==> src/hw/rtl/bric_pkg.sv <==
// Shared types, constants and width helpers for the box region IoU classifier.
`timescale 1ns / 1ps

package bric_pkg;

    // Default number of coordinate bits taken from each box edge.
    localparam int DEF_COORD_BITS = 12;

    // Configuration register file.
    localparam int CFG_W       = 13;
    localparam int CFG_ADDR_W  = 3;
    localparam int APB_DATA_W  = 32;
    localparam logic [CFG_W-1:0] WIDTH_RESET  = 13'd640;
    localparam logic [CFG_W-1:0] HEIGHT_RESET = 13'd480;

    // Register index, taken from the word address bit of paddr.
    localparam logic CFG_IDX_WIDTH  = 1'b0;
    localparam logic CFG_IDX_HEIGHT = 1'b1;

    // Result field widths.
    localparam int OVERLAP_W = 29;
    localparam int UNION_W   = 30;

    localparam int NUM_REGIONS = 5;

    typedef enum logic [2:0] {
        REGION_LT     = 3'd0,
        REGION_RT     = 3'd1,
        REGION_LB     = 3'd2,
        REGION_RB     = 3'd3,
        REGION_CENTER = 3'd4,
        REGION_NONE   = 3'd5
    } region_t;

    // Width of a coordinate in quarter pixels: it must hold both a box edge
    // (coord_bits + 2 bits) and four times the largest image size.
    function automatic int quarter_w(int coord_bits);
        int box_w;
        int img_w;
        box_w = coord_bits + 2;
        img_w = CFG_W + 2;
        return (box_w > img_w) ? box_w : img_w;
    endfunction

endpackage

==> src/hw/rtl/bric_regs.sv <==
// APB-style configuration registers holding the image width and height.
`timescale 1ns / 1ps

module bric_regs
(
    input  logic                               clk,
    input  logic                               rst_n,
    input  logic                               psel,
    input  logic                               penable,
    input  logic                               pwrite,
    input  logic [bric_pkg::CFG_ADDR_W-1:0]    paddr,
    input  logic [bric_pkg::APB_DATA_W-1:0]    pwdata,
    output logic [bric_pkg::APB_DATA_W-1:0]    prdata,
    output logic                               pready,
    output logic [bric_pkg::CFG_W-1:0]         image_width,
    output logic [bric_pkg::CFG_W-1:0]         image_height
);
    import bric_pkg::*;

    logic [CFG_W-1:0] width_reg;
    logic [CFG_W-1:0] width_next;
    logic [CFG_W-1:0] height_reg;
    logic [CFG_W-1:0] height_next;
    logic             wr_en;
    logic             idx;

    assign pready = 1'b1;
    assign wr_en  = psel && penable && pwrite;
    assign idx    = paddr[2];

    always_comb
    begin
        width_next  = width_reg;
        height_next = height_reg;
        if (wr_en)
        begin
            case (idx)
                CFG_IDX_WIDTH:  width_next  = pwdata[CFG_W-1:0];
                CFG_IDX_HEIGHT: height_next = pwdata[CFG_W-1:0];
                default:        width_next  = width_reg;
            endcase
        end
    end

    always_ff @(posedge clk or negedge rst_n)
    begin
        if (!rst_n)
        begin
            width_reg  <= WIDTH_RESET;
            height_reg <= HEIGHT_RESET;
        end
        else
        begin
            width_reg  <= width_next;
            height_reg <= height_next;
        end
    end

    always_comb
    begin
        case (idx)
            CFG_IDX_WIDTH:  prdata = APB_DATA_W'(width_reg);
            CFG_IDX_HEIGHT: prdata = APB_DATA_W'(height_reg);
            default:        prdata = '0;
        endcase
    end

    assign image_width  = width_reg;
    assign image_height = height_reg;

endmodule

==> config.mk <==
export PLATFORM = sky130hd
export DESIGN_NAME = bric_regs
export DESIGN_NICKNAME = d
export VERILOG_FILES = /design/src/hw/rtl/bric_pkg.sv /design/src/hw/rtl/bric_regs.sv
export SDC_FILE = /design/constraint.sdc
export NUM_CORES = 1
export LEC_CHECK = 0
export ABC_AREA = 1
export BUFFER_PORTS_ARGS = -buffer_cell sky130_fd_sc_hd__buf_4
export CAP_MARGIN = 20
export CORE_MARGIN = 3
export CORE_UTILIZATION = 30
export CTS_CLUSTER_DIAMETER = 80
export DETAILED_ROUTE_END_ITERATION = 8
export PLACE_DENSITY_LB_ADDON = 0.3
export SYNTH_ARGS = -nofsm -noshare
export SYNTH_HDL_FRONTEND = slang
export SYNTH_SLANG_ARGS = --single-unit
==> constraint.sdc <==
create_clock -name clk -period 0.8 [get_ports clk]
set_input_delay 0.08 -clock clk [delete_from_list [all_inputs] [get_ports clk]]
set_output_delay 0.08 -clock clk [all_outputs]
set_load 0.02 [all_outputs]
==> results.toml <==
[run_status]
outcome = "finished with violations"
violations = "negative setup slack"

[cts]
cts-root-buf = "clkbuf_8"
clock-sinks = 26
htree_levels = 1
clkLatencyLatePin_ps = 270
cts_tree = "built"
numCtsBuffers = 3
clkTransAtPathRegs_ps = 90
cts_buffer_depth = 2

[worst_setup_path]
worst-r2r-cell-count = 4
path_delay_family = "flip-flops"
r2r-end = "image_width[9]"
cp-start-kind = "flip-flop"
ff2ff_setup_slack_ps = -70
critPathArrivalTime_ps = 1050
cp.required_ps = 720
crit_path_frequent_cell = "nand2_2"
path_class = "reg -> out"
crit_chain = "nand2_2 > nand2_2 > buf_6"
critical_path.max_stage_delay_ps = 560
worst-path-max-fanout = 3
end_kind = "output pin"
cp_slowest_cell = "dfstp_2"
r2r-start = "image_width[9]"
crit_buf_inv = 1

[logic_synthesis]
yosys_register_bits = 26
syn-instance-count = 180
yosysWarnings = 0
syn-mean-instance-area_um2 = 7.72
ys_types = 14
syn_area_um2 = 1390
ys_seq_area_frac = 0.473

[floorplanning]
die-area_um2 = 5490
die_w_um = 74.1
num_rows = 24
ios = 99
design.core.area_um2 = 4410
initial_utilization = 0.315
die_h_um = 74.1

[worst_hold_path]
hp-class = "in -> reg"
hold_path_end = "image_height[5]"
hold_depth = 3
hold_start = "pwdata[5]"

[global_routing]
grt_pass1_vias = 1238
track_usage = 0.133
globalRoute.totalOverflow = 0
antenna_found_initial = 0
grt_max_degree = 27
grt_pass1_wl_mm = 5.72

[placed_design]
dp_hpwl_mm = 2.55
place_congestion = 0.679
port_buffers = 57

[power_and_ir_drop]
p_seq_frac = 0.366
switching_share = 0.352
power.leakage_uw = 0.00125
power_density_nw_per_um2 = 2200
clockPowerShare = 0.167
ir_drop_mv = 0.815
p_switching_uw = 1760
power_frac_comb = 0.466
p_int_uw = 3250

[sta]
hold_viol = 0
slew_violations = 0
timing.final.crit_period_ps = 1130
max_freq_ghz = 0.888
rsz0062_at_grt = "yes"
skew_ps = 0
period_share = 1.41
finalSetupViolCount = 43
setup_slack_ps = -326
whs_ps = 40.0

[finish]
final_cell_mix = "nand2_1, buf_6, buf_4"
utilization = 0.517
fillCellCount = 436
multiInputGateArea_um2 = 613
finalNetCount = 301
drive_gt1_frac = 0.435
diodes = 0
layout_commonest_cell = "nand2_1"
syn_to_final_growth_pct = 64.3
seq_area_um2 = 658

[detailed_routing]
drt_iter0_drc = 34
ant_nets = 0
drc = 0
drtPass1Iterations = 4
vias = 1348
drt-vias-per-instance = 4.32
drt_wl_total_mm = 3.70
avgRoutedWirePerCell_um = 11.9

[job]
cap_violations = 0
## synth_stat cells (all sizes together)
cell type | count | area share
buf | 28 | 0.15
nand2 | 92 | 0.25
clkbuf | 1 | 0.0027
dfstp | 6 | 0.11
conb | 2 | 0.0054
nand4 | 2 | 0.014
dfrtp | 20 | 0.36
inv | 2 | 0.0072
nand3 | 26 | 0.094
nor2 | 1 | 0.0081
## kinds of logic (layout without fill, tap and decap cells)
logic type | Yosys count | after routing | synth area share
simple gates | 121 | 121 | 0.364
flops | 26 | 26 | 0.473
other cells | 2 | 20 | 0.00540
buf+inv | 31 | 93 | 0.158
## per-layer routing
metal  routed length, um  up-vias  global-route usage
met1                1660      624               0.185
met3                 222        2              0.0203
li1                    -      678                   -
met4                  26        0              0.0423
met2                1790       44               0.213
met5                   0        -                   0
## flip-flops by register name, indices dropped and copies added (netlist names)
signal / flops
image_height: 13
image_width: 13
## how the worst max path moves through the flow
stage | from | slack, ps | to | cells past startpoint
final | image_height[7] | -330 | prdata[7] | 3
after global routing | image_height[5] | -370 | prdata[5] | 3
after CTS | image_height[7] | -340 | prdata[7] | 3
after detailed placement | image_height[7] | -50 | prdata[7] | 3
after global placement | image_height[5] | -50 | prdata[5] | 3
after floorplan | image_width[7] | -50 | prdata[7] | 2
## per-stage QoR
step | TNS [ps] | power (uW) | area (um^2) | setup WS, ps | cells
finish | -7840 | 5010 | 2280 | -326 | 312
detailed placement | -612 | 3610 | 1900 | -49.8 | 291
CTS | -7290 | 4810 | 2150 | -343 | 302
global route | -9740 | 5320 | 2280 | -373 | 312
global placement | -604 | 3580 | 1900 | -47.6 | 291
floorplan | -221 | 2820 | 1470 | -50.0 | 198
## layout make-up
cell class / instances / share of cell area
multi-input cells: 141 / 0.268
repair buffers: 87 / 0.386
clock buffers: 4 / 0.0241
well taps: 52 / 0.0285
inverters: 2 / 0.00438
flip-flops and latches: 26 / 0.288
## worst register-to-register path, stage by stage (launching register included)
cell and delay, ps:
dfstp_2 550, buf_6 100, buf_6 80, nand2_2 40, nand2_1 50
## power by group through the flow
stage          combinational (uW)  clock, uW  sequential (uW)
6_report                     2340        839             1840
5_1_grt                      2510        931             1880
4_1_cts                      2110        864             1840
3_5_place_dp                 1780          0             1820
3_3_place_gp                 1760          0             1820
2_1_floorplan                 708          0             2110
## repair_timing
action,in CTS,in global routing
setup buffers,6,10
endpoints found under the setup margin,39,42
hold buffers,1,0
pin swaps,5,5
hold endpoints to repair,26,0
resized for setup,37,18
(Power assumes the default switching activity.)
