==> src/hw/rtl/bric_pkg.sv <==
// Shared types, constants and width helpers for the box region IoU classifier.
`timescale 1ns / 1ps

package bric_pkg;

    // Default number of coordinate bits taken from each box edge.
    localparam int DEF_COORD_BITS = 12;

    // Configuration register file.
    localparam int CFG_W       = 13;
    localparam int CFG_ADDR_W  = 3;
    localparam int APB_DATA_W  = 32;
    localparam logic [CFG_W-1:0] WIDTH_RESET  = 13'd640;
    localparam logic [CFG_W-1:0] HEIGHT_RESET = 13'd480;

    // Register index, taken from the word address bit of paddr.
    localparam logic CFG_IDX_WIDTH  = 1'b0;
    localparam logic CFG_IDX_HEIGHT = 1'b1;

    // Result field widths.
    localparam int OVERLAP_W = 29;
    localparam int UNION_W   = 30;

    localparam int NUM_REGIONS = 5;

    typedef enum logic [2:0] {
        REGION_LT     = 3'd0,
        REGION_RT     = 3'd1,
        REGION_LB     = 3'd2,
        REGION_RB     = 3'd3,
        REGION_CENTER = 3'd4,
        REGION_NONE   = 3'd5
    } region_t;

    // Width of a coordinate in quarter pixels: it must hold both a box edge
    // (coord_bits + 2 bits) and four times the largest image size.
    function automatic int quarter_w(int coord_bits);
        int box_w;
        int img_w;
        box_w = coord_bits + 2;
        img_w = CFG_W + 2;
        return (box_w > img_w) ? box_w : img_w;
    endfunction

endpackage

==> src/hw/rtl/bric_mul.sv <==
// Second pipeline stage: area multipliers, one lane per region plus box and region areas.
`timescale 1ns / 1ps

module bric_mul
#(
    parameter int EW = bric_pkg::quarter_w(bric_pkg::DEF_COORD_BITS) + 1,
    parameter int AW = 2 * EW
)
(
    input  logic                                   clk,
    input  logic                                   rst_n,
    input  logic                                   in_valid,
    output logic                                   in_ready,
    input  logic                                   bad_in,
    input  logic [EW-1:0]                          box_ext_x,
    input  logic [EW-1:0]                          box_ext_y,
    input  logic [EW-1:0]                          reg_ext_x,
    input  logic [EW-1:0]                          reg_ext_y,
    input  logic [bric_pkg::NUM_REGIONS-1:0][EW-1:0] ovl_ext_x,
    input  logic [bric_pkg::NUM_REGIONS-1:0][EW-1:0] ovl_ext_y,
    output logic                                   out_valid,
    input  logic                                   out_ready,
    output logic                                   bad,
    output logic [AW-1:0]                          box_area,
    output logic [AW-1:0]                          reg_area,
    output logic [bric_pkg::NUM_REGIONS-1:0][AW-1:0] inter
);
    import bric_pkg::*;

    logic                            valid_reg;
    logic                            bad_reg;
    logic [AW-1:0]                   box_area_next, box_area_reg;
    logic [AW-1:0]                   reg_area_next, reg_area_reg;
    logic [NUM_REGIONS-1:0][AW-1:0]  inter_next, inter_reg;

    assign box_area_next = AW'(box_ext_x) * AW'(box_ext_y);
    assign reg_area_next = AW'(reg_ext_x) * AW'(reg_ext_y);

    always_comb
    begin
        for (int k = 0; k < NUM_REGIONS; k++)
        begin
            inter_next[k] = AW'(ovl_ext_x[k]) * AW'(ovl_ext_y[k]);
        end
    end

    assign in_ready = !valid_reg || out_ready;

    always_ff @(posedge clk or negedge rst_n)
    begin
        if (!rst_n)
        begin
            valid_reg <= 1'b0;
        end
        else if (in_ready)
        begin
            valid_reg <= in_valid;
        end
    end

    always_ff @(posedge clk)
    begin
        if (in_ready && in_valid)
        begin
            bad_reg      <= bad_in;
            box_area_reg <= box_area_next;
            reg_area_reg <= reg_area_next;
            inter_reg    <= inter_next;
        end
    end

    assign out_valid = valid_reg;
    assign bad       = bad_reg;
    assign box_area  = box_area_reg;
    assign reg_area  = reg_area_reg;
    assign inter     = inter_reg;

endmodule

==> config.mk <==
export PLATFORM = sky130hd
export DESIGN_NAME = bric_mul
export DESIGN_NICKNAME = d
export VERILOG_FILES = /design/src/hw/rtl/bric_pkg.sv /design/src/hw/rtl/bric_mul.sv
export SDC_FILE = /design/constraint.sdc
export NUM_CORES = 2
export LEC_CHECK = 0
export ABC_AREA = 1
export BUFFER_PORTS_ARGS = -buffer_cell sky130_fd_sc_hd__clkbuf_2
export CAP_MARGIN = 20
export CORE_MARGIN = 5
export CORE_UTILIZATION = 55
export CTS_BUF_LIST = sky130_fd_sc_hd__clkbuf_8 sky130_fd_sc_hd__clkbuf_16
export DETAILED_ROUTE_END_ITERATION = 8
export GPL_ROUTABILITY_DRIVEN = 0
export PLACE_DENSITY = 0.76
export SLEW_MARGIN = 20
export SYNTH_ARGS = -nofsm -noshare
export SYNTH_HDL_FRONTEND = slang
export SYNTH_SLANG_ARGS = --single-unit
==> constraint.sdc <==
create_clock -name clk -period 12.9 [get_ports clk]
set_clock_uncertainty 0.05 [all_clocks]
set_input_delay 0.645 -clock clk [delete_from_list [all_inputs] [get_ports clk]]
set_output_delay 0.645 -clock clk [all_outputs]
set_load 0.005 [all_outputs]
==> results.md <==
* Yosys cell types at 22
* Port bufs at ~460
* TritonCTS Sinks at about 230
* Slew of the pin with the lowest slew margin at 1.07 ns
* Filler Cell Count at 11700
* Core Area at ~130000 um^2
* Total wire length at ~190 mm
* Iter 0 DRT Violations at around 4500
* IO Count at around 460
* Area grow syn2layout at 5.79%
* First-pass GRT wire length at around 320 mm
* Setup violators final at 0
* Wirelength per Cell at approximately 17 um
* Final Hold Fails at 0
* Rel. slew slack at roughly 28%
* Clk slew on worst S/H paths at 0.05 ns
* DR pass1 iterations at 6
* Num CTS Buffers at 37
* Total GRT Usage at approximately 28%
* Outcome: finished, final reports clean
* Max-slew violation count at 0
* Fmax at roughly 180 MHz
* Starting Density at between 50% and 60%
* DRC viols at 0
* RSZ-0062 raised after global routing: false
* CTS Buffer Depth at 3
* Vias in the first global route at 63600
* Syn Nets at roughly 12000
* Post-CTS Setup Inserts at 0
* Layout Nets at ~12000
* Maximum Capacitance Violations at 0
* Sequential-to-total area share from yosys stat at a little under a tenth
* CP startpoint kind: input pin
* Post-Syn Instances at 9864
* Minimum clock period at roughly 5.6 ns
* CP max FO at 16
* TritonCTS clock tree: built
* Number of vias per cell at slightly above 5
* Total Neg Setup Slack at 0 ns
* Post-Syn Area at roughly 73000 um^2
* Worst EP arrival at around 5.9 ns
* Clock root buffer: clkbuf_16
* Tcrit/Tclk final at between 40% and 50%
* Synth Register Bits at approximately 230
* Skew-Pair Late Insertion Delay at about 0.57 ns
* Layout cells sized above 1 at slightly below 6%
* Initial antenna violation count at 27
* Max reg flops at 160
* Die ar. at roughly 140000 um^2
* Largest net degree at the start of global routing at 150
* Yosys top cell by area: fa_1
* Die X at 374 um
* Post-DP HPWL at ~160 mm
* Setup CP Type: in2reg
* WP data required at around 13 ns
* Height of the die at approximately 370 um
* DRT antenna net count at 0
* Synth top area share at between 30% and 40%
* HP Class: in2reg
* Synth area leaders: fa_1 37%, nand2_1 17%, inv_1 16%
* GRT overflow at 0
* Synth Warn # at 0
* Worst Setup End Kind: register
* H-Tree Depth at 2
* Synth Area per Inst at ~7.4 um^2
* Num rows at between 100 and 150
* Routed vias at between 60000 and 70000
routing by layer:
metal	vias up	wire, um	global-route usage (%)
met1	29200	75100	35.9
met3	545	19200	6.24
met4	14	8530	11.4
met5	-	116	0
met2	2716	90300	46.3
li1	27700	-	-
cell usage after synthesis, drive strengths merged:
cell    count
o21ai       1
nor2      268
edfxtp    225
a21oi     117
dfrtp       1
nand2    3218
nand3     242
nand3b      6
xor2      109
xnor2      17
fa       1358
nor3        3
ha        728
inv      3077
and2        3
a21o        8
clkbuf    448
o21bai      6
nand4      29
critical path, cell delays in order:
cell      delay [ns]
clkbuf_2        0.39
nand2_1         0.18
fa_1            0.57
inv_1           0.06
fa_1            0.51
inv_1           0.06
fa_1            0.54
inv_1           0.06
fa_1            0.46
fa_1            0.50
inv_1           0.05
fa_1            0.47
inv_1           0.05
ha_1            0.35
nand2_1         0.12
nor2_1          0.31
nand3_1         0.15
nand3_2         0.16
nand2_1         0.10
nand3_1         0.09
nand2_1         0.07
worst paths after layout:
kind | start | end | slack [ns] | cells after the start
min in group asynchronous | rst_n | out_valid$_DFFE_PN0N_ | 0.35 | 2
setup reg to reg | out_valid$_DFFE_PN0N_ | inter[142]$_DFFE_PP_ | 10.50 | 2
setup / recovery | ovl_ext_x[23] | inter[55]$_DFFE_PP_ | 7.28 | 21
max in group asynchronous | rst_n | out_valid$_DFFE_PN0N_ | 12.37 | 2
hold reg to reg | out_valid$_DFFE_PN0N_ | out_valid$_DFFE_PN0N_ | 0.55 | 2
hold / removal | bad_in | bad$_DFFE_PP_ | 0.18 | 1
cell usage in the layout (no fill, tap or decap), types with 36 or more instances in the layout:
| cell | synthesis | final |
|---|---|---|
| inv_1 | 3077 | 3081 |
| nor2_1 | 253 | 253 |
| fa_1 | 1358 | 1358 |
| ha_1 | 728 | 728 |
| a21oi_1 | 117 | 116 |
| clkbuf_16 | 0 | 37 |
| nand3_1 | 206 | 206 |
| clkbuf_2 | 0 | 455 |
| nand2_1 | 3214 | 3214 |
| edfxtp_1 | 225 | 225 |
| nand3_2 | 36 | 36 |
| xor2_1 | 109 | 109 |
timing repair:
action	CTS	global route
resized for setup	0	0
endpoints found under the hold margin	1	0
setup endpoints to repair	0	0
hold buffers	1	0
metrics by stage:
step	utilization, %	cells	hold WS, ns	instance area (um^2)	worst slack (ns)
2_1_floorplan	-	9864	0.299	72900	0.483
3_3_place_gp	57.5	11600	0.370	75700	6.86
3_5_place_dp	57.5	11600	0.370	75700	6.76
4_1_cts	58.6	11700	0.129	77100	7.39
5_1_grt	58.6	11700	0.157	77100	7.11
6_report	58.6	11700	0.177	77100	7.28
area by class of cell:
cell class | count | area, um^2 | share of cell area (%)
multi-input combinational | 6113 | 52900 | 68.6
inverter | 3077 | 11500 | 15.0
sequential | 226 | 6780 | 8.79
timing repair buffer | 458 | 2310 | 3.00
tap | 1755 | 2200 | 2.85
clock buffer | 37 | 926 | 1.20
clock inverter | 30 | 407 | 0.527
antenna | 18 | 45.0 | 0.0584
kinds of logic (layout without fill, tap and decap cells):
logic type,Yosys count,count (layout),synth area share [%]
compound gates,132,132,0.954
xor+xnor,126,126,1.51
fa+ha+maj,2086,2086,49.8
buf+inv,3525,3602,18.1
flops,226,226,9.30
other cells,0,18,0
simple gates,3769,3769,20.3
Power is not shown: default switching activity piles up to over one toggle a cycle in this logic, so the estimate is an artifact.
