--- src/hw/rtl/bric_pkg.sv ---
// Shared types, constants and width helpers for the box region IoU classifier.
`timescale 1ns / 1ps

package bric_pkg;

    // Default number of coordinate bits taken from each box edge.
    localparam int DEF_COORD_BITS = 12;

    // Configuration register file.
    localparam int CFG_W       = 13;
    localparam int CFG_ADDR_W  = 3;
    localparam int APB_DATA_W  = 32;
    localparam logic [CFG_W-1:0] WIDTH_RESET  = 13'd640;
    localparam logic [CFG_W-1:0] HEIGHT_RESET = 13'd480;

    // Register index, taken from the word address bit of paddr.
    localparam logic CFG_IDX_WIDTH  = 1'b0;
    localparam logic CFG_IDX_HEIGHT = 1'b1;

    // Result field widths.
    localparam int OVERLAP_W = 29;
    localparam int UNION_W   = 30;

    localparam int NUM_REGIONS = 5;

    typedef enum logic [2:0] {
        REGION_LT     = 3'd0,
        REGION_RT     = 3'd1,
        REGION_LB     = 3'd2,
        REGION_RB     = 3'd3,
        REGION_CENTER = 3'd4,
        REGION_NONE   = 3'd5
    } region_t;

    // Width of a coordinate in quarter pixels: it must hold both a box edge
    // (coord_bits + 2 bits) and four times the largest image size.
    function automatic int quarter_w(int coord_bits);
        int box_w;
        int img_w;
        box_w = coord_bits + 2;
        img_w = CFG_W + 2;
        return (box_w > img_w) ? box_w : img_w;
    endfunction

endpackage

--- src/hw/rtl/bric_clip.sv ---
// First pipeline stage: quarter-pixel bounds, clipping against the regions, extents.
`timescale 1ns / 1ps

module bric_clip
#(
    parameter int COORD_BITS = bric_pkg::DEF_COORD_BITS,
    parameter int EW         = bric_pkg::quarter_w(COORD_BITS) + 1
)
(
    input  logic                                  clk,
    input  logic                                  rst_n,
    input  logic                                  in_valid,
    output logic                                  in_ready,
    input  logic [COORD_BITS-1:0]                 box_left,
    input  logic [COORD_BITS-1:0]                 box_top,
    input  logic [COORD_BITS-1:0]                 box_right,
    input  logic [COORD_BITS-1:0]                 box_bottom,
    input  logic [bric_pkg::CFG_W-1:0]            image_width,
    input  logic [bric_pkg::CFG_W-1:0]            image_height,
    output logic                                  out_valid,
    input  logic                                  out_ready,
    output logic                                  bad,
    output logic [EW-1:0]                         box_ext_x,
    output logic [EW-1:0]                         box_ext_y,
    output logic [EW-1:0]                         reg_ext_x,
    output logic [EW-1:0]                         reg_ext_y,
    output logic [bric_pkg::NUM_REGIONS-1:0][EW-1:0] ovl_ext_x,
    output logic [bric_pkg::NUM_REGIONS-1:0][EW-1:0] ovl_ext_y
);
    import bric_pkg::*;

    localparam int CW = EW - 1;

    logic [CW-1:0] bx0, by0, bx1, by1;
    logic [CW-1:0] w1, w2, w3, w4;
    logic [CW-1:0] h1, h2, h3, h4;
    logic [NUM_REGIONS-1:0][CW-1:0] rx_lo, rx_hi, ry_lo, ry_hi;
    logic [NUM_REGIONS-1:0][CW-1:0] cx0, cx1, cy0, cy1;

    logic                            valid_reg;
    logic                            bad_next, bad_reg;
    logic [EW-1:0]                   bx_next, by_next, rx_next, ry_next;
    logic [EW-1:0]                   bx_reg, by_reg, rx_reg, ry_reg;
    logic [NUM_REGIONS-1:0][EW-1:0]  ox_next, oy_next, ox_reg, oy_reg;

    assign bx0 = CW'({box_left,   2'b00});
    assign by0 = CW'({box_top,    2'b00});
    assign bx1 = CW'({box_right,  2'b00});
    assign by1 = CW'({box_bottom, 2'b00});

    assign w1 = CW'(image_width);
    assign w2 = CW'({image_width, 1'b0});
    assign w4 = CW'({image_width, 2'b00});
    assign w3 = w2 + w1;
    assign h1 = CW'(image_height);
    assign h2 = CW'({image_height, 1'b0});
    assign h4 = CW'({image_height, 2'b00});
    assign h3 = h2 + h1;

    // Region bounds in quarter pixels: four quadrants, then the center box.
    always_comb
    begin
        rx_lo[REGION_LT] = '0; rx_hi[REGION_LT] = w2;
        ry_lo[REGION_LT] = '0; ry_hi[REGION_LT] = h2;
        rx_lo[REGION_RT] = w2; rx_hi[REGION_RT] = w4;
        ry_lo[REGION_RT] = '0; ry_hi[REGION_RT] = h2;
        rx_lo[REGION_LB] = '0; rx_hi[REGION_LB] = w2;
        ry_lo[REGION_LB] = h2; ry_hi[REGION_LB] = h4;
        rx_lo[REGION_RB] = w2; rx_hi[REGION_RB] = w4;
        ry_lo[REGION_RB] = h2; ry_hi[REGION_RB] = h4;
        rx_lo[REGION_CENTER] = w1; rx_hi[REGION_CENTER] = w3;
        ry_lo[REGION_CENTER] = h1; ry_hi[REGION_CENTER] = h3;
    end

    // Clip the box to each region; a region without overlap gets zero extents,
    // so its intersection area comes out as zero further down.
    always_comb
    begin
        for (int k = 0; k < NUM_REGIONS; k++)
        begin
            cx0[k] = (bx0 > rx_lo[k]) ? bx0 : rx_lo[k];
            cy0[k] = (by0 > ry_lo[k]) ? by0 : ry_lo[k];
            cx1[k] = (bx1 < rx_hi[k]) ? bx1 : rx_hi[k];
            cy1[k] = (by1 < ry_hi[k]) ? by1 : ry_hi[k];
            if ((cx1[k] >= cx0[k]) && (cy1[k] >= cy0[k]))
            begin
                ox_next[k] = {1'b0, cx1[k] - cx0[k]} + EW'(4);
                oy_next[k] = {1'b0, cy1[k] - cy0[k]} + EW'(4);
            end
            else
            begin
                ox_next[k] = '0;
                oy_next[k] = '0;
            end
        end
    end

    assign bad_next = (box_right < box_left) || (box_bottom < box_top);
    assign bx_next  = {1'b0, bx1 - bx0} + EW'(4);
    assign by_next  = {1'b0, by1 - by0} + EW'(4);
    assign rx_next  = {1'b0, w2} + EW'(4);
    assign ry_next  = {1'b0, h2} + EW'(4);

    assign in_ready = !valid_reg || out_ready;

    always_ff @(posedge clk or negedge rst_n)
    begin
        if (!rst_n)
        begin
            valid_reg <= 1'b0;
        end
        else if (in_ready)
        begin
            valid_reg <= in_valid;
        end
    end

    always_ff @(posedge clk)
    begin
        if (in_ready && in_valid)
        begin
            bad_reg <= bad_next;
            bx_reg  <= bx_next;
            by_reg  <= by_next;
            rx_reg  <= rx_next;
            ry_reg  <= ry_next;
            ox_reg  <= ox_next;
            oy_reg  <= oy_next;
        end
    end

    assign out_valid = valid_reg;
    assign bad       = bad_reg;
    assign box_ext_x = bx_reg;
    assign box_ext_y = by_reg;
    assign reg_ext_x = rx_reg;
    assign reg_ext_y = ry_reg;
    assign ovl_ext_x = ox_reg;
    assign ovl_ext_y = oy_reg;

endmodule

--- config.mk ---
export PLATFORM = sky130hd
export DESIGN_NAME = bric_clip
export DESIGN_NICKNAME = d
export VERILOG_FILES = /design/src/hw/rtl/bric_pkg.sv /design/src/hw/rtl/bric_clip.sv
export SDC_FILE = /design/constraint.sdc
export NUM_CORES = 1
export LEC_CHECK = 0
export BUFFER_PORTS_ARGS = -buffer_cell sky130_fd_sc_hd__buf_2
export CAP_MARGIN = 15
export CORE_MARGIN = 2
export CORE_UTILIZATION = 59
export DETAILED_ROUTE_END_ITERATION = 8
export GPL_ROUTABILITY_DRIVEN = 0
export PLACE_DENSITY = 0.85
export SLEW_MARGIN = 15
export SYNTH_ARGS = -nofsm -noshare
export SYNTH_HDL_FRONTEND = slang
export SYNTH_SLANG_ARGS = --single-unit
export TNS_END_PERCENT = 30
--- constraint.sdc ---
create_clock -name clk -period 7 [get_ports clk]
set_input_delay 0.7 -clock clk [delete_from_list [all_inputs] [get_ports clk]]
set_output_delay 0.7 -clock clk [all_outputs]
set_load 0.005 [all_outputs]
==> results of run 1 <==
-- layer usage --
layer / share of wire [%] / track usage [%] / vias up / routed length, microns
met1: 36 / 36.2 / 8202 / 20200
met2: 48 / 54.9 / 944 / 26600
li1: - / - / 8137 / -
met5: 0 / 0 / - / 0
met4: 6.6 / 18.1 / 0 / 3640
met3: 9.1 / 5.77 / 276 / 5040
-- path summary, 6_finish.rpt --
kind | from | end | slack (ns) | depth (start not counted)
setup reg to reg | out_valid$_DFFE_PN0N_ | reg_ext_y[14]$_DFFE_PP_ | 4.39 | 3
min in group asynchronous | rst_n | out_valid$_DFFE_PN0N_ | 0.49 | 2
hold reg to reg | out_valid$_DFFE_PN0N_ | out_valid$_DFFE_PN0N_ | 0.60 | 2
hold / removal | in_valid | out_valid$_DFFE_PN0N_ | 0.41 | 2
setup / recovery | image_height[1] | ovl_ext_y[77]$_SDFFCE_PN0P_ | 0.50 | 27
max in group asynchronous | rst_n | out_valid$_DFFE_PN0N_ | 6.42 | 2
-- cell type report --
class	count	area, sq um
clock buffers	25	583
fillers	2483	10300
multi-input cells	1656	12100
inverters	157	589
clock inverters	12	154
flip-flops and latches	210	6300
repair buffers	318	1680
well taps	442	553
-- through the flow --
step	instances	worst slack, ns	utilization [%]	setup TNS (ns)
2_1_floorplan	2089	0.566	-	0
3_3_place_gp	2782	0.205	65.8	0
3_5_place_dp	2782	-0.0619	65.8	-0.0656
4_1_cts	2820	0.457	68.1	0
5_1_grt	2820	0.110	68.1	0
6_report	2820	0.498	68.1	0
-- kinds of logic (layout without fill, tap and decap cells) --
group / after synthesis / in the layout / synth area share (%)
compound gates: 431 / 431 / 14.9
buf+inv: 223 / 512 / 4.72
mux: 87 / 87 / 4.53
other cells: 1 / 20 / 0.0195
fa+ha+maj: 266 / 266 / 17.7
flops: 210 / 210 / 32.8
simple gates: 676 / 676 / 17.3
xor+xnor: 176 / 176 / 8.09
-- placed cells by master, fill, tap and decap left out, types with 11 or more instances in the layout --
cell type and count:
buf_4 28, o21a_1 33, clkbuf_16 23, a21oi_1 109, and3_1 19, or3_1 16
a211oi_1 13, nor2_1 241, mux2i_1 86, xnor2_1 99, nor2b_1 25, ha_1 256
nor4_1 24, nand2_1 102, nor3_1 53, o211ai_1 17, o21bai_1 16, xor2_1 75
nand3_1 66, o21ai_0 85, inv_1 157, edfxtp_1 209, a21o_1 62, a31oi_1 11
nand4_1 42, buf_2 288, conb_1 20, nand2b_1 28, and2_1 15
-- report_power, final --
part	switching, mW	leakage, nW	internal (mW)	total (mW)
combinational	1.57	7.71	1.00	2.57
clock	0.482	0.362	0.737	1.22
sequential	0.0294	2.07	1.55	1.58
-- what timing repair did --
action                                  CTS  global route
endpoints found under the setup margin    0             1
endpoints found under the hold margin     1             0
gates resized for setup                   0             1
hold buffers                              1             0
==> summary.txt, run 1 <==
Global route
  • Vias in the first global route: 17000
  • Initial antenna violation count: 0
  • Total gr overflow: 0
  • GRT Overall Usage: 31.5%
  • First-pass GRT wire length: 85500 microns
  • Largest net degree at the start of global routing: 75

Hold path
  • Hold Crit Class: in -> reg

Synthesis
  • FFs w/ async S/R, synth: less than 1%
  • Number of synthesized flops with an enable pin: 209
  • Mapped Cells: between 2000 and 2500
  • Top post-synthesis cells by count: ha_1, nor2_1, edfxtp_1
  • Post-Syn Area: ~19000 sq um
  • Register area share after synthesis: between 30% and 40%
  • Yosys top cell by area: edfxtp_1
  • Synth cell types: a little under 80
  • Synth top area cells: edfxtp_1, ha_1, nor2_1
  • Prevailing post-synth register cell: edfxtp_1
  • Share of the synthesized area in the top cell type: 32.6%
  • Register bit total from synthesis: between 200 and 250
  • Cell with the most instances after synthesis: ha_1
  • Synthesized area per cell: 9.29 sq um
  • Synth Warn #: 0

Final layout
  • Number of nets in the layout: 2709
  • Syn-to-layout area delta: 14.3%
  • Antenna fix cells: 0
  • Cell area after layout: 22000 sq um
  • Layout cells sized above 1: 16.0%

Critical path
  • Worst Path Buf+Inv: 2
  • Worst-path fanout max: 6
  • Delay-heaviest family, CP: compound AO/OA/AOI/OAI gates
  • Worst EP arrival: 6.78 ns
  • Crit path capture type: flop
  • Worst path max stage delay: about 0.49 ns
  • Worst Setup Start Kind: input pin
  • Crit Path Class: in -> reg
  • Slowest CP cell: nor4_1
  • WP data required: 7.28 ns

Detailed routing
  • Routed len/inst: between 15 and 20 microns
  • 1st-iter DRT viols: ~1900
  • Via count: about 18000
  • Via density: 6.23
  • DRC Markers: 0
  • Total Wirelength: 55400 microns
  • Antenna-violating nets left: 0
  • DRT Pass-1 Iters: 6

Job
  • Max Cap Viol: 0

STA
  • Slew @ Worst Pin: 0.933 ns
  • Final worst-path cycle share: 92.9%
  • RSZ-0062 raised after global routing: no
  • Final slew viol count: 0
  • Minimum clock period: 6.50 ns
  • Hold_ws: just over 0.4 ns
  • # setup viols final: 0
  • Worst slew margin: 37.8%
  • Fmax: 154 MHz
  • Worst Skew: 0.0212 ns
  • Hold Vio Cnt, Final: 0

Outcome
  • Status: complete, no violations

CTS
  • Clock H-tree levels: 1
  • Clock slew at reported path FFs: 0.06 ns
  • Bufs on Longest Clock Path: 3
  • Num Clock Sinks: 210
  • Worst skew pair latency: 0.53 ns
  • CTS tree: yes
  • TritonCTS buffer count: 22
  • Root buffer cell: clkbuf_16
  • # Post-CTS Setup Buffers: 0

Pwr
  • Total power: around 5.4 mW
  • P_leak: 10.1 nW
  • Pwr/cell area: around 240 nW/um^2
  • Max VDD drop: 0.000215 V

Place
  • Post-DP Area: approximately 21000 sq um
  • Port Buffers: 288
  • Post-DP HPWL: 43000 microns

Floorplanning
  • Core area: 32300 sq um
  • IO Count: 305
  • Initial core utilization: about three fifths
  • Die height: 185 microns
  • Core Rows: 66
  • Die ar.: 34100 sq um
  • Chip width: 185 microns
No activity file was read; power rests on OpenSTA's default activity.
==> run 2: changes to the inputs <==
CORE_UTILIZATION = 53   (was 59)
PLACE_DENSITY = 0.78   (was 0.85)
clock period = 5.9 ns   (was 7 ns; I/O delays follow)
==> summary.txt, run 2 (synthesized netlist as in run 1, its figures left out) <==
Detailed routing
  • Via density: 6.05
  • 1st-iter DRT viols: about 1800
  • DRC Markers: 0
  • Routed len/inst: about 20 microns
  • Total Wirelength: 59400 microns
  • Via count: 18200
  • DRT Pass-1 Iters: 6
  • Antenna-violating nets left: 0

Global route
  • Total gr overflow: 0
  • Vias in the first global route: 18100
  • First-pass GRT wire length: 92900 microns
  • Initial antenna violation count: 0
  • GRT Overall Usage: 30.4%
  • Largest net degree at the start of global routing: 136

Critical path
  • Worst r2r dst: ovl_ext_x[75]$_SDFFCE_PN0P_
  • Worst EP arrival: 6.12 ns
  • Crit path capture type: flop
  • R2R Setup Slk: 4.09 ns
  • Worst Setup Start Kind: input pin
  • RR Startpoint: out_valid$_DFFE_PN0N_
  • Crit Path Class: in -> reg
  • WP data required: 6.21 ns
  • R2R cell count: 3
  • Worst-path fanout max: 5

STA
  • Worst slew margin: approximately a quarter
  • Fmax: 172 MHz
  • Final slew viol count: 0
  • Setup ws final: 0.0899 ns
  • Worst Skew: ~0.010 ns
  • Hold_ws: 0.254 ns
  • Hold Vio Cnt, Final: 0
  • RSZ-0062 raised after global routing: yes
  • Minimum clock period: 5.81 ns
  • Slew @ Worst Pin: ~1.1 ns
  • # setup viols final: 0
  • Final worst-path cycle share: 98.5%

Final layout
  • Most frequent cells in the layout: buf_2, ha_1, nor2_1
  • Multi-input logic area: 12400 sq um
  • Filler Cell Count: 2866
  • Syn-to-layout area delta: 22.7%
  • Layout cells sized above 1: 23.1%
  • Number of nets in the layout: 2868
  • Core Util, Final: between 60 and 70%
  • Register area: about 6300 sq um
  • Commonest non-fill, non-tap cell in the layout: buf_2

Pwr
  • Switching Share: 38.8%
  • Pwr/cell area: around 300 nW/um^2
  • Combinational share of power: 51.5%
  • Max VDD drop: between 0.0002 and 0.0003 V
  • Int Pwr: 4.32 mW
  • Reg power frac: 26.6%
  • Sw Pwr: 2.74 mW
  • P_leak: 11.0 nW
  • Clk pwr share: about 22%

Floorplanning
  • Die height: 195 microns
  • Initial core utilization: between 50% and 60%
  • Core area: 35700 sq um
  • Chip width: just under 200 microns
  • Core Rows: 69
  • IO Count: roughly 300
  • Die ar.: about 38000 sq um

Place
  • Post-DP HPWL: 45600 microns
  • Port Buffers: ~290
  • Worst slack, placed: -0.477 ns

CTS
  • Num Clock Sinks: 210
  • Clock H-tree levels: 1
  • TritonCTS buffer count: 24
  • Clock slew at reported path FFs: roughly 0.06 ns
  • Bufs on Longest Clock Path: 3
  • Root buffer cell: clkbuf_16
  • CTS tree: yes
  • Worst skew pair latency: about 0.54 ns

Hold path
  • Worst Hold Depth: 2
  • Worst Hold Launch: in_valid
  • Hold Crit Class: in -> reg
  • Hold endpoint: out_valid$_DFFE_PN0N_

Job
  • Max Cap Viol: 0

Outcome
  • Status: complete, no violations
[run 2: cell count changes in the layout (fill, tap and decap cells not counted), sizes merged]
cell / before / now
buf: 317 / 474
clkbuf: 25 / 28
clkinvlp: 0 / 3
inv: 157 / 159
bufinv: 4 / 3
clkinv: 8 / 7
diode: 0 / 1
[run 2: routing by layer]
| metal | global-route usage (%) | vias up | share of wire (%) |
|---|---|---|---|
| li1 | - | 8448 | - |
| met1 | 35.1 | 8579 | 37 |
| met2 | 54.5 | 879 | 49 |
| met3 | 5.33 | 266 | 8.0 |
| met4 | 14.8 | 0 | 6.0 |
| met5 | 0 | - | 0 |
[run 2: worst max-delay path by stage]
stage	from	end	cells past startpoint
detailed placement	image_height[1]	ovl_ext_y[77]$_SDFFCE_PN0P_	26
global route	image_height[1]	ovl_ext_y[77]$_SDFFCE_PN0P_	26
global placement	image_height[1]	ovl_ext_y[77]$_SDFFCE_PN0P_	26
finish	image_height[1]	ovl_ext_y[77]$_SDFFCE_PN0P_	26
CTS	image_height[1]	ovl_ext_y[77]$_SDFFCE_PN0P_	26
floorplan	image_height[1]	ovl_ext_y[78]$_SDFFCE_PN0P_	25
[run 2: through the flow]
step | instance area, sq um | std cells | power (mW) | TNS, ns
final | 23600 | 3003 | 7.06 | 0
after detailed placement | 22500 | 2947 | 5.31 | -12.21
after floorplan | 19400 | 2089 | 4.11 | -0.00270
after global placement | 22500 | 2947 | 5.20 | -6.29
after CTS | 23300 | 2991 | 6.87 | 0
after global routing | 23600 | 3002 | 7.48 | -2.14
[run 2: power by group through the flow]
stage	clock [mW]	combinational [mW]	sequential [mW]
final	1.55	3.64	1.88
after global routing	1.63	3.96	1.89
after CTS	1.57	3.42	1.88
after detailed placement	0	3.40	1.91
after global placement	0	3.29	1.91
after floorplan	0	2.18	1.93
[run 2: worst max-delay path: stages]
cell and delay, ns:
buf_2 0.12, ha_1 0.31, a21o_1 0.19, a21oi_1 0.21
nor2b_1 0.06, o21ai_0 0.23, o21ai_0 0.15, and4_1 0.24
o31a_1 0.34, xor2_1 0.17, ha_1 0.32, a21o_1 0.16
a21oi_1 0.26, a221oi_4 0.14, buf_4 0.16, buf_4 0.12
mux2i_1 0.11, ha_1 0.36, o21ai_0 0.19, a21boi_2 0.34
o21a_2 0.26, mux2i_1 0.30, o21bai_2 0.22, nor4_4 0.36
xnor2_1 0.16, nor2_1 0.05
[run 2: repair_timing]
item / CTS / global route
endpoints found under the setup margin: 0 / 36
hold buffers: 1 / 0
resized for setup: 0 / 42
buffers inserted: 0 / 11
endpoints found under the hold margin: 1 / 0
[run 2: area by class of cell]
type	count	area share [%]
antenna	1	0.0106
sequential	210	26.7
multi-input combinational	1656	52.6
clock buffer	28	2.70
tap	461	2.44
inverter	157	2.50
clock inverter	15	0.737
timing repair buffer	475	12.3
==> run 3: changes to the inputs <==
CORE_UTILIZATION = 59   (was 53)
PLACE_DENSITY = 0.83   (was 0.78)
clock period = 6.15 ns   (was 5.9 ns; I/O delays follow)
==> summary.txt, run 3 (synthesized netlist as in run 1, its figures left out) <==
Critical path
  • R2R Setup Slk: between 3 and 4 ns
  • R2R cell count: 3
  • Worst path max stage delay: 0.36 ns
  • Worst r2r dst: reg_ext_y[4]$_DFFE_PP_
  • Slowest CP cell: o41a_1
  • Delay-heaviest family, CP: compound AO/OA/AOI/OAI gates
  • Most frequent CP cell: ha_1
  • Worst Setup Start Kind: input pin
  • Worst Path Buf+Inv: 3
  • Stages on the worst setup path: 29
  • Worst EP arrival: 6.17 ns
  • Worst setup endpoint: ovl_ext_x[75]$_SDFFCE_PN0P_
  • Crit path capture type: flop
  • RR Startpoint: out_valid$_DFFE_PN0N_
  • Worst-path fanout max: 7
  • WP data required: 6.43 ns
  • Worst Setup SP: image_width[2]
  • Crit Path Class: in -> reg

Final layout
  • Most frequent cells in the layout: buf_2, ha_1, nor2_1
  • Layout cells sized above 1: 18.8%
  • Syn-to-layout area delta: 17.1%
  • Antenna fix cells: 0
  • Commonest non-fill, non-tap cell in the layout: buf_2
  • Number of nets in the layout: 2770
  • Cell area after layout: 22500 sq um

Pwr
  • P_leak: between 10 and 15 nW
  • Pwr/cell area: 275 nW/um^2
  • Max VDD drop: approximately 0.00021 V

Floorplanning
  • Initial core utilization: 59.6%
  • Die height: 185 microns
  • Core area: approximately 32000 sq um
  • Chip width: approximately 180 microns
  • Die ar.: 34100 sq um
  • IO Count: 305
  • Core Rows: 66

CTS
  • Worst skew pair latency: 0.53 ns
  • Clock H-tree levels: 1
  • Num Clock Sinks: 210
  • Bufs on Longest Clock Path: 3
  • Clock slew at reported path FFs: roughly 0.060 ns
  • CTS tree: yes
  • TritonCTS buffer count: 23
  • Root buffer cell: clkbuf_16

Global route
  • Vias in the first global route: 17000
  • GRT Overall Usage: between 30% and 40%
  • First-pass GRT wire length: ~85000 microns
  • Largest net degree at the start of global routing: 138
  • Total gr overflow: 0
  • Initial antenna violation count: 0

Place
  • Port Buffers: 288
  • Worst slack, placed: -0.410 ns
  • Post-DP Area: 21800 sq um
  • Post-DP HPWL: roughly 43000 microns

Detailed routing
  • Via count: 17700
  • Total Wirelength: 55700 microns
  • DRT Pass-1 Iters: 7
  • Via density: 6.15
  • 1st-iter DRT viols: 1372
  • Routed len/inst: just under 20 microns
  • DRC Markers: 0
  • Antenna-violating nets left: 0

STA
  • Setup ws final: 0.261 ns
  • Slew @ Worst Pin: around 0.97 ns
  • Worst Skew: around 0.019 ns
  • Hold Vio Cnt, Final: 0
  • Minimum clock period: 5.89 ns
  • # setup viols final: 0
  • Final worst-path cycle share: around 96%
  • Setup Total Neg Slack: 0 ns
  • Worst slew margin: a little over a third
  • Fmax: ~170 MHz
  • Final slew viol count: 0

Hold path
  • Hold Crit Class: in -> reg

Outcome
  • Status: complete, no violations

Job
  • Max Cap Viol: 0
-- run 3: cell count changes in the layout (fill, tap and decap cells not counted), moves of 3 or more --
cell and delta:
a221oi_2 +3, a221oi_4 -3, o21ai_0 +3, buf_4 -97, nor4_4 -3, clkbuf_1 +3, clkinvlp_4 -3, bufinv_16 -3
clkinv_4 -3, clkinv_1 +5
-- run 3: through the flow --
stage | utilization, % | std cells | power (mW) | hold slack, ns
3_5_place_dp | 67.4 | 2841 | 4.86 | 0.391
2_1_floorplan | - | 2089 | 3.92 | 0.319
5_1_grt | 69.8 | 2884 | 6.56 | 0.302
3_3_place_gp | 67.4 | 2841 | 4.76 | 0.389
4_1_cts | 69.4 | 2883 | 6.10 | 0.284
6_report | 69.8 | 2884 | 6.19 | 0.306
-- run 3: power by group --
part / switching (mW) / total (mW) / internal, mW
Combinational: 1.86 / 3.16 / 1.30
Sequential: 0.0332 / 1.80 / 1.77
Clock: 0.545 / 1.23 / 0.684
-- run 3: area by class of cell --
class                           count  area (sq um)
Clock buffer                       29           598
Clock inverter                     12          55.1
Tap cell                          442           553
Sequential cell                   210          6300
Timing Repair Buffer              378          2180
Fill cell                        2436          9760
Multi-Input combinational cell   1656         12300
Inverter                          157           589
-- run 3: per-layer routing --
| metal | wire length (microns) | share of wire [%] | global-route usage [%] |
|---|---|---|---|
| met5 | 0 | 0 | 0 |
| met4 | 3420 | 6.1 | 17.3 |
| met3 | 4590 | 8.2 | 4.68 |
| met2 | 27000 | 48 | 55.4 |
| met1 | 20700 | 37 | 36.5 |
-- run 3: worst min-delay path by stage --
stage / cells after the start / slack, ns / end / from
6_report: 2 / 0.31 / out_valid$_DFFE_PN0N_ / in_valid
5_1_grt: 2 / 0.30 / out_valid$_DFFE_PN0N_ / in_valid
4_1_cts: 2 / 0.28 / out_valid$_DFFE_PN0N_ / in_valid
3_5_place_dp: 1 / 0.39 / out_valid$_DFFE_PN0N_ / rst_n
3_3_place_gp: 1 / 0.39 / out_valid$_DFFE_PN0N_ / rst_n
2_1_floorplan: 0 / 0.32 / out_valid$_DFFE_PN0N_ / rst_n
-- run 3: worst reg2reg max path, cell delays in order, from the launching register on --
cell and delay (ns):
dfrtp_1 0.37, nand2b_1 0.11, and2_4 0.76, buf_12 0.67
-- run 3: repair_timing --
action,CTS,global route
buffers inserted,0,1
endpoints found under the hold margin,1,0
resized for setup,0,21
endpoints found under the setup margin,0,30
hold buffers,1,0
